File: config.mk
export PLATFORM = sky130hd
export DESIGN_NAME = murmur3_32_key_hash
export DESIGN_NICKNAME = d
export VERILOG_FILES = /design/src/rtl/mm3_pkg.sv /design/src/rtl/mm3_mul.sv /design/src/rtl/murmur3_32_key_hash.sv
export VERILOG_INCLUDE_DIRS = /design/src /design/src/rtl
export SDC_FILE = /design/constraint.sdc
export NUM_CORES = 2
export LEC_CHECK = 0
export ABC_AREA = 1
export BUFFER_PORTS_ARGS = -buffer_cell sky130_fd_sc_hd__buf_2
export CORE_ASPECT_RATIO = 1.2
export CORE_UTILIZATION = 35
export DETAILED_ROUTE_END_ITERATION = 8
export PLACE_DENSITY = 0.52
export SLEW_MARGIN = 0
export SYNTH_ARGS = -nofsm -noshare
export SYNTH_HDL_FRONTEND = slang
export SYNTH_SLANG_ARGS = --single-unit
File: constraint.sdc
create_clock -name clk -period 9.45 [get_ports clk]
set_input_delay 0.4725 -clock clk [delete_from_list [all_inputs] [get_ports clk]]
set_output_delay 0.4725 -clock clk [all_outputs]
set_load 0.005 [all_outputs]
File: src/rtl/assert_macros.svh
// ----------------------------------------------------------------------------
// assert_macros.svh
// Concurrent assertion macros shared by the RTL; empty under synthesis.
// ----------------------------------------------------------------------------
`ifndef ASSERT_MACROS_SVH
`define ASSERT_MACROS_SVH

`ifndef SYNTHESIS

// Check a property on every clock edge outside reset.
`define ASSERT_PROP(lbl, clk, rst_n, prop, msg) \
	lbl: assert property (@(posedge clk) disable iff (!rst_n) (prop)) \
		else $error(msg);

// Check that a cause is followed by an effect in the same cycle.
`define ASSERT_IMPL(lbl, clk, rst_n, ante, cons, msg) \
	lbl: assert property (@(posedge clk) disable iff (!rst_n) (ante) |-> (cons)) \
		else $error(msg);

`else

`define ASSERT_PROP(lbl, clk, rst_n, prop, msg)
`define ASSERT_IMPL(lbl, clk, rst_n, ante, cons, msg)

`endif

`endif

File: src/rtl/mm3_pkg.sv
// ----------------------------------------------------------------------------
// mm3_pkg
// Types, constants and helpers for the MurmurHash3 x86_32 key hasher.
// ----------------------------------------------------------------------------
`default_nettype none

package mm3_pkg;

	localparam logic [31:0] SEED_RESET = 32'h183d1db4;
	localparam logic [31:0] MUR_C1     = 32'hcc9e2d51;
	localparam logic [31:0] MUR_C2     = 32'h1b873593;
	localparam logic [31:0] MUR_ADD    = 32'he6546b64;
	localparam logic [31:0] MUR_F1     = 32'h85ebca6b;
	localparam logic [31:0] MUR_F2     = 32'hc2b2ae35;
	localparam int unsigned SHARD_BITS = 10;

	typedef struct packed {
		logic [31:0] data_word;
		logic [2:0]  byte_count;
		logic        last;
	} key_beat_t;

	typedef struct packed {
		logic [31:0]           hash;
		logic [SHARD_BITS-1:0] shard;
	} hash_beat_t;

	typedef enum logic [2:0] {
		ST_IDLE,
		ST_SC1,
		ST_SC2,
		ST_MIX,
		ST_AV1,
		ST_AV2,
		ST_EMIT
	} mm3_state_t;

	// Controls for the shared multiplier.
	typedef struct packed {
		logic        en;
		logic [31:0] a;
		logic [31:0] b;
	} mul_req_t;

	// Keep the low count bytes of a word.
	function automatic logic [31:0] byte_mask(input logic [2:0] cnt);
		logic [31:0] m;
		case (cnt)
			3'd0:    m = 32'h0000_0000;
			3'd1:    m = 32'h0000_00ff;
			3'd2:    m = 32'h0000_ffff;
			3'd3:    m = 32'h00ff_ffff;
			default: m = 32'hffff_ffff;
		endcase
		return m;
	endfunction

endpackage

`default_nettype wire

File: src/rtl/mm3_mul.sv
// ----------------------------------------------------------------------------
// mm3_mul
// Shared 32x32 multiplier, low word of the product, registered output.
// ----------------------------------------------------------------------------
`default_nettype none

module mm3_mul (
	input  wire logic              clk,
	input  wire logic              arst_n,
	input  wire mm3_pkg::mul_req_t req,
	output logic [31:0]            product
);
	import mm3_pkg::*;

	logic [31:0] prod_lo;
	logic [31:0] product_q;

	assign prod_lo = req.a * req.b;

	always_ff @(posedge clk or negedge arst_n) begin
		if (!arst_n) begin
			product_q <= '0;
		end else if (req.en) begin
			product_q <= prod_lo;
		end
	end

	assign product = product_q;

endmodule

`default_nettype wire

File: src/rtl/murmur3_32_key_hash.sv
// ----------------------------------------------------------------------------
// murmur3_32_key_hash
// MurmurHash3 x86_32 over a key streamed as little-endian 32-bit words.
// ----------------------------------------------------------------------------
// Usage:
//   key channel (key_valid/key_stall/key_data): one beat per key word, first
//   byte in bits 7:0. byte_count is 4 for every word but the last; a word of
//   0..3 bytes always ends the key, counts above 4 act as 4.
//   hash channel (hash_valid/hash_stall/hash_data): one beat per key with the
//   hash and its low ten bits as shard.
//   cfg_we/cfg_wdata write the seed, loaded at the first word of each key.
// Sequencing:
//   One shared multiplier runs the scramble (two multiplies) and the
//   finalizer (two multiplies) in turn. A full non-final word runs SC1, SC2,
//   MIX; a final one goes on via AV1, AV2, EMIT to a registered result; an
//   empty one starts at AV1. key_stall is high while a word is in work.
// Reset clears the sequencer, the byte length, the mid-key flag and the
// output valid, and sets the seed to 0x183d1db4. While hash_stall holds a
// result, the next key can be taken and hashed; its result waits in the emit
// step until the output register frees.
// ----------------------------------------------------------------------------
`default_nettype none

`include "assert_macros.svh"

module murmur3_32_key_hash (
	input  wire logic                clk,
	input  wire logic                arst_n,
	input  wire logic                cfg_we,
	input  wire logic [31:0]         cfg_wdata,
	input  wire logic                key_valid,
	output logic                     key_stall,
	input  wire mm3_pkg::key_beat_t  key_data,
	output logic                     hash_valid,
	input  wire logic                hash_stall,
	output mm3_pkg::hash_beat_t      hash_data
);
	import mm3_pkg::*;

	mm3_state_t  state_q, state_nxt;
	logic [31:0] seed_q;
	logic [31:0] hash_q;
	logic [31:0] len_q;
	logic [31:0] word_q;
	logic [2:0]  cnt_q;
	logic        fin_q;
	logic        mid_q;
	logic        hash_valid_q;
	hash_beat_t  hash_data_q;

	mul_req_t    mul_req;
	logic [31:0] product;

	logic        accept;
	logic [2:0]  cnt_in;
	logic        fin_in;
	logic [31:0] mix_x;
	logic [31:0] mix_r;
	logic [31:0] av1_t;
	logic [31:0] av2_t;
	logic [31:0] fin_h;
	logic        out_free;
	logic        load_out;

	mm3_mul u_mul (
		.clk     (clk),
		.arst_n  (arst_n),
		.req     (mul_req),
		.product (product)
	);

	assign accept   = key_valid && !key_stall;
	assign cnt_in   = key_data.byte_count[2] ? 3'd4 : key_data.byte_count;
	assign fin_in   = key_data.last || !cnt_in[2];
	assign out_free = !hash_valid_q || !hash_stall;

	// Body and finalizer datapath around the shared multiplier.
	assign mix_x = hash_q ^ product;
	assign mix_r = {mix_x[18:0], mix_x[31:19]};
	assign av1_t = (hash_q ^ len_q) ^ {16'h0000, hash_q[31:16] ^ len_q[31:16]};
	assign av2_t = product ^ {13'h0000, product[31:13]};
	assign fin_h = product ^ {16'h0000, product[31:16]};

	always_ff @(posedge clk or negedge arst_n) begin
		if (!arst_n) begin
			state_q <= ST_IDLE;
		end else begin
			state_q <= state_nxt;
		end
	end

	always_comb begin
		state_nxt = state_q;
		key_stall = 1'b1;
		load_out  = 1'b0;
		mul_req   = '{en: 1'b0, a: word_q, b: MUR_C1};
		case (state_q)
			ST_IDLE: begin
				key_stall = 1'b0;
				if (key_valid) begin
					if (cnt_in == 3'd0) begin
						state_nxt = ST_AV1;
					end else begin
						state_nxt = ST_SC1;
					end
				end
			end
			ST_SC1: begin
				mul_req   = '{en: 1'b1, a: word_q, b: MUR_C1};
				state_nxt = ST_SC2;
			end
			ST_SC2: begin
				mul_req   = '{en: 1'b1, a: {product[16:0], product[31:17]}, b: MUR_C2};
				state_nxt = ST_MIX;
			end
			ST_MIX: begin
				state_nxt = fin_q ? ST_AV1 : ST_IDLE;
			end
			ST_AV1: begin
				mul_req   = '{en: 1'b1, a: av1_t, b: MUR_F1};
				state_nxt = ST_AV2;
			end
			ST_AV2: begin
				mul_req   = '{en: 1'b1, a: av2_t, b: MUR_F2};
				state_nxt = ST_EMIT;
			end
			ST_EMIT: begin
				if (out_free) begin
					load_out  = 1'b1;
					state_nxt = ST_IDLE;
				end
			end
			default: begin
				state_nxt = ST_IDLE;
			end
		endcase
	end

	always_ff @(posedge clk or negedge arst_n) begin
		if (!arst_n) begin
			seed_q <= SEED_RESET;
		end else if (cfg_we) begin
			seed_q <= cfg_wdata;
		end
	end

	// Key state: running hash, byte length, mid-key flag.
	always_ff @(posedge clk or negedge arst_n) begin
		if (!arst_n) begin
			mid_q <= 1'b0;
			len_q <= '0;
		end else if (accept) begin
			len_q <= (mid_q ? len_q : 32'h0) + {29'h0, cnt_in};
		end else if (state_q == ST_MIX && !fin_q) begin
			mid_q <= 1'b1;
		end else if (load_out) begin
			mid_q <= 1'b0;
		end
	end

	always_ff @(posedge clk) begin
		if (accept) begin
			word_q <= key_data.data_word & byte_mask(cnt_in);
			cnt_q  <= cnt_in;
			fin_q  <= fin_in;
			hash_q <= mid_q ? hash_q : seed_q;
		end else if (state_q == ST_MIX) begin
			if (cnt_q[2]) begin
				hash_q <= {mix_r[29:0], 2'b00} + mix_r + MUR_ADD;
			end else begin
				hash_q <= mix_x;
			end
		end
	end

	// Output register: hold while stalled, drop once taken.
	always_ff @(posedge clk or negedge arst_n) begin
		if (!arst_n) begin
			hash_valid_q <= 1'b0;
		end else if (load_out) begin
			hash_valid_q <= 1'b1;
		end else if (!hash_stall) begin
			hash_valid_q <= 1'b0;
		end
	end

	always_ff @(posedge clk) begin
		if (load_out) begin
			hash_data_q.hash  <= fin_h;
			hash_data_q.shard <= fin_h[SHARD_BITS-1:0];
		end
	end

	assign hash_valid = hash_valid_q;
	assign hash_data  = hash_data_q;

	`ASSERT_IMPL(a_shard_low_bits, clk, arst_n, hash_valid, hash_data.shard == hash_data.hash[SHARD_BITS-1:0], "shard differs from low hash bits")
	`ASSERT_PROP(a_full_word_turn, clk, arst_n, accept && key_data.byte_count[2] && !key_data.last |-> ##4 !key_stall, "full body word did not finish in four cycles")
	`ASSERT_PROP(a_result_from_emit, clk, arst_n, $rose(hash_valid) |-> $past(state_q == ST_EMIT), "result appeared outside the emit step")
	`ASSERT_PROP(a_empty_key_final, clk, arst_n, accept && key_data.byte_count == 3'd0 |=> state_q == ST_AV1, "empty word did not go to finalization")

endmodule

`default_nettype wire
==> impl_metrics.prom <==
# TYPE chip_impl_metric gauge
chip_impl_info{name="status",value="completed"} 1
chip_impl_metric{name="layout.nets",unit=""} 4007
chip_impl_metric{name="chipHeight",unit="um"} 307
chip_impl_metric{name="worst_hold_path.num_cells",unit=""} 3
chip_impl_metric{name="highest_clock_rate",unit="MHz"} 111
chip_impl_metric{name="fin_skew",unit="ns"} 0.0159
chip_impl_metric{name="via_per_inst",unit=""} 4.90
chip_impl_metric{name="drt_first_pass_iters",unit=""} 6
chip_impl_info{name="cell_mode_on_critical_path",value="sky130_fd_sc_hd__fa_1"} 1
chip_impl_metric{name="drcViolationCount",unit=""} 0
chip_impl_metric{name="max_stage_delay",unit="ns"} 0.56
chip_impl_metric{name="synth.distinct_cells",unit=""} 57
chip_impl_metric{name="maximum_number_of_pins_on_one_net_before_global_route_repair",unit=""} 69
chip_impl_info{name="rsz0062_at_grt",value="no"} 1
chip_impl_metric{name="worst-slew-pin-transition",unit="ns"} 1.22
chip_impl_metric{name="route.final.wire_length",unit="um"} 107000
chip_impl_metric{name="ys_seq_area_frac",unit=""} 0.203
chip_impl_info{name="worstHoldStart",value="cfg_wdata[8]"} 1
chip_impl_metric{name="wl_per_cell",unit="um"} 24.4
chip_impl_metric{name="final.period_utilization",unit=""} 0.958
chip_impl_metric{name="routabilityCongestion",unit=""} 1.07
chip_impl_metric{name="n_fill_cell",unit=""} 7968
chip_impl_info{name="worstHoldPathType",value="in -> reg"} 1
chip_impl_metric{name="cap_violations",unit=""} 0
chip_impl_metric{name="io_pins",unit=""} 117
chip_impl_metric{name="antenna-diode-count",unit=""} 0
chip_impl_metric{name="critical_path.max_fanout",unit=""} 15
chip_impl_info{name="timing.critical_path.from_type",value="register"} 1
chip_impl_info{name="worstReg2RegEnd",value="u_mul.product[30]$_DFFE_PN0N_"} 1
chip_impl_info{name="critPathCaptureType",value="register"} 1
chip_impl_metric{name="worst_ep_arrival_time",unit="ns"} 9.44
chip_impl_metric{name="clk_path_buf_depth",unit=""} 2
chip_impl_metric{name="cts-buffers-inserted",unit=""} 17
chip_impl_metric{name="clk_pin_slew",unit="ns"} 0.08
chip_impl_info{name="cpMaxStageDelayCell",value="sky130_fd_sc_hd__fa_1"} 1
chip_impl_info{name="clock-root-buffer",value="sky130_fd_sc_hd__clkbuf_16"} 1
chip_impl_metric{name="buffer_ports.inserted",unit=""} 116
chip_impl_metric{name="fp-row-count",unit=""} 111
chip_impl_metric{name="areaGrowthSynthToFinish",unit="%"} 9.62
chip_impl_metric{name="number_of_global_route_vias_before_repair",unit=""} 22003
chip_impl_info{name="crit-reg2reg-launch",value="state_q[0]$_DFFE_PN0P_"} 1
chip_impl_metric{name="postSynthAreaPerCell",unit="um2"} 8.36
chip_impl_metric{name="final-seq-area",unit="mm2"} 0.00549
chip_impl_metric{name="detailedRoute.firstIterationViolations",unit=""} 1721
chip_impl_metric{name="numClockSinks",unit=""} 199
chip_impl_info{name="setup.worst_path.class",value="reg -> reg"} 1
chip_impl_metric{name="dp.final_hpwl",unit="um"} 92500
chip_impl_metric{name="setup-violations-final",unit=""} 0
chip_impl_info{name="min_delay_worst_endpoint",value="seed_q[8]$_DFFE_PN1P_"} 1
chip_impl_metric{name="number_of_nets_in_the_synthesized_netlist",unit=""} 3900
chip_impl_metric{name="grt_ovf",unit=""} 0
chip_impl_metric{name="layout-drive-gt1-share",unit=""} 0.0888
chip_impl_metric{name="grt.total_usage",unit=""} 0.278
chip_impl_metric{name="die_width",unit="um"} 256
chip_impl_info{name="tritoncts_clock_tree",value="yes"} 1
chip_impl_metric{name="number_of_antenna_violations_at_the_first_check_in_global_routing",unit=""} 1
chip_impl_metric{name="final_tns_setup",unit="ns"} 0
chip_impl_metric{name="start_util",unit=""} 0.354
chip_impl_metric{name="reg2reg_slack",unit="ns"} 0.40
chip_impl_metric{name="grt_pass1_wl",unit="um"} 153000
chip_impl_metric{name="worst_skew_pair.late_latency",unit="ns"} 0.51
chip_impl_metric{name="worstRegToRegCells",unit=""} 33
chip_impl_metric{name="synthCells",unit=""} 3237
chip_impl_metric{name="die_area",unit="mm2"} 0.0785
chip_impl_metric{name="cts-htree-levels",unit=""} 4
chip_impl_metric{name="ant_nets",unit=""} 0
chip_impl_metric{name="ys_warn_count",unit=""} 0
chip_impl_metric{name="period_needed",unit="ns"} 9.05
chip_impl_metric{name="required",unit="ns"} 9.84
chip_impl_metric{name="coreArea",unit="mm2"} 0.0765
chip_impl_metric{name="syn-cell-area",unit="mm2"} 0.0271
chip_impl_metric{name="multi_input_area",unit="mm2"} 0.0180
chip_impl_metric{name="timing.max_slew.rel_slack",unit=""} 0.183
chip_impl_metric{name="synth_seq_cells",unit=""} 199
chip_impl_metric{name="hold_viol_final",unit=""} 0
chip_impl_metric{name="final_core_utilization",unit=""} 0.388
chip_impl_metric{name="dp_cells",unit=""} 4341
chip_impl_metric{name="route.vias.total",unit=""} 21426
chip_impl_metric{name="timing_max_transition_violations_final",unit=""} 0
chip_impl_metric{name="finish.cell_count_without_fillers",unit=""} 4374
==> how the worst max path moves through the flow <==
stage	from	endpoint	slack [ns]	cells past startpoint
detailed placement	state_q[1]$_DFFE_PN0P_	u_mul.product[30]$_DFFE_PN0N_	0.37	34
global route	u_mul.product[16]$_DFFE_PN0N_	u_mul.product[31]$_DFFE_PN0N_	0.04	41
CTS	state_q[1]$_DFFE_PN0P_	u_mul.product[30]$_DFFE_PN0N_	0.33	34
finish	state_q[0]$_DFFE_PN0P_	u_mul.product[30]$_DFFE_PN0N_	0.40	33
global placement	u_mul.product[16]$_DFFE_PN0N_	u_mul.product[31]$_DFFE_PN0N_	0.32	40
floorplan	state_q[1]$_DFFE_PN0P_	u_mul.product[31]$_DFFE_PN0N_	1.58	42
==> Yosys cell counts (all sizes together) <==
cell    count  area share
a211o       2     0.00065
nand2     600       0.084
nand3     106       0.021
clkinv      5     0.00079
o31ai       1     0.00028
a31oi      11      0.0025
a21oi      78       0.015
nor3b       2     0.00074
a21o        6      0.0017
o21a        1     0.00028
and3        2     0.00046
a22oi       2     0.00055
o21ai     156       0.029
inv       847        0.12
nand4      21      0.0051
ha        196       0.091
fa        394        0.29
a311oi      1     0.00032
nor2      237       0.035
a21boi      1     0.00028
xor2       93       0.030
clkbuf     59      0.0082
o21bai     11      0.0031
dfrtp      86       0.080
mux2        2     0.00083
or3         1     0.00042
o211ai     28      0.0078
a221oi      2     0.00088
nor3       13      0.0037
a211oi      2     0.00055
buf        37      0.0081
nor4        4     0.00092
or2        16      0.0037
dfstp      15       0.015
edfxtp     98        0.11
nand3b     10      0.0028
xnor2      86       0.028
o22ai       5      0.0012
==> flip-flops by register name, summed over array words and instances (netlist names) <==
register and flops:
cnt_q 1, fin_q 1, hash_data 32, hash_q 32, hash_valid 1, len_q 32, mid_q 1, seed_q 32
state_q 3, u_mul.product 32, word_q 32
==> through the flow <==
step                setup slack, ns  hold WS (ns)  instance area, um2
floorplan                      1.58         0.177               27100
global placement              0.318         0.473               29000
detailed placement            0.366         0.479               29000
CTS                           0.333         0.129               29700
global route                 0.0426         0.160               29700
finish                        0.401         0.160               29700
==> cells by family (layout without fill, tap and decap cells) <==
| logic type | Yosys count | in the layout | synth area share |
|---|---|---|---|
| XOR/XNOR | 179 | 179 | 0.0579 |
| multiplexers | 2 | 2 | 0.000832 |
| flip-flops | 199 | 199 | 0.203 |
| buffers and inverters | 948 | 1068 | 0.135 |
| adder cells (fa/ha/maj) | 590 | 590 | 0.382 |
| AND/OR/NAND/NOR | 1012 | 1012 | 0.158 |
| AO/OA/AOI/OAI | 307 | 307 | 0.0634 |
==> worst max-delay path: cells and delay by family (launching register included) <==
kind	cells	cell delay [ns]
XOR/XNOR	1	0.18
flip-flops	1	0.48
AO/OA/AOI/OAI	5	0.82
adder cells (fa/ha/maj)	9	4.17
buffers and inverters	9	1.23
AND/OR/NAND/NOR	9	2.02
==> timing repair <==
action	in CTS	in global routing
endpoints found under the setup margin	0	4
hold endpoints to repair	29	0
setup buffers	0	0
hold buffers	1	0
resized for setup	0	5
==> placed cells by master (no fill, tap or decap), types with 85 or more instances in the layout <==
master and instances:
sky130_fd_sc_hd__ha_1 196, sky130_fd_sc_hd__dfrtp_1 85, sky130_fd_sc_hd__xnor2_1 86, sky130_fd_sc_hd__edfxtp_1 98, sky130_fd_sc_hd__inv_1 838, sky130_fd_sc_hd__o21ai_0 149, sky130_fd_sc_hd__buf_2 115, sky130_fd_sc_hd__nor2_1 224
sky130_fd_sc_hd__nand2_1 590, sky130_fd_sc_hd__fa_1 394, sky130_fd_sc_hd__nand3_1 99, sky130_fd_sc_hd__xor2_1 93
==> per-layer routing <==
layer	global-route usage	up-vias	share of wire
met5	0	-	0
met4	0.203	0	0.084
met3	0.0287	261	0.044
met2	0.475	768	0.49
met1	0.326	10485	0.39
li1	-	9912	-
==> layout make-up <==
cell class | instances | area share
Multi-Input combinational cell | 2090 | 0.605
Sequential cell | 199 | 0.185
Inverter | 852 | 0.108
Tap cell | 1017 | 0.0429
Timing Repair Buffer | 184 | 0.0378
Clock buffer | 18 | 0.0145
Clock inverter | 14 | 0.00641
Power is left out: the tool's default activity adds up to more than one toggle a clock period on the data nets, which glitch-free logic cannot reach.
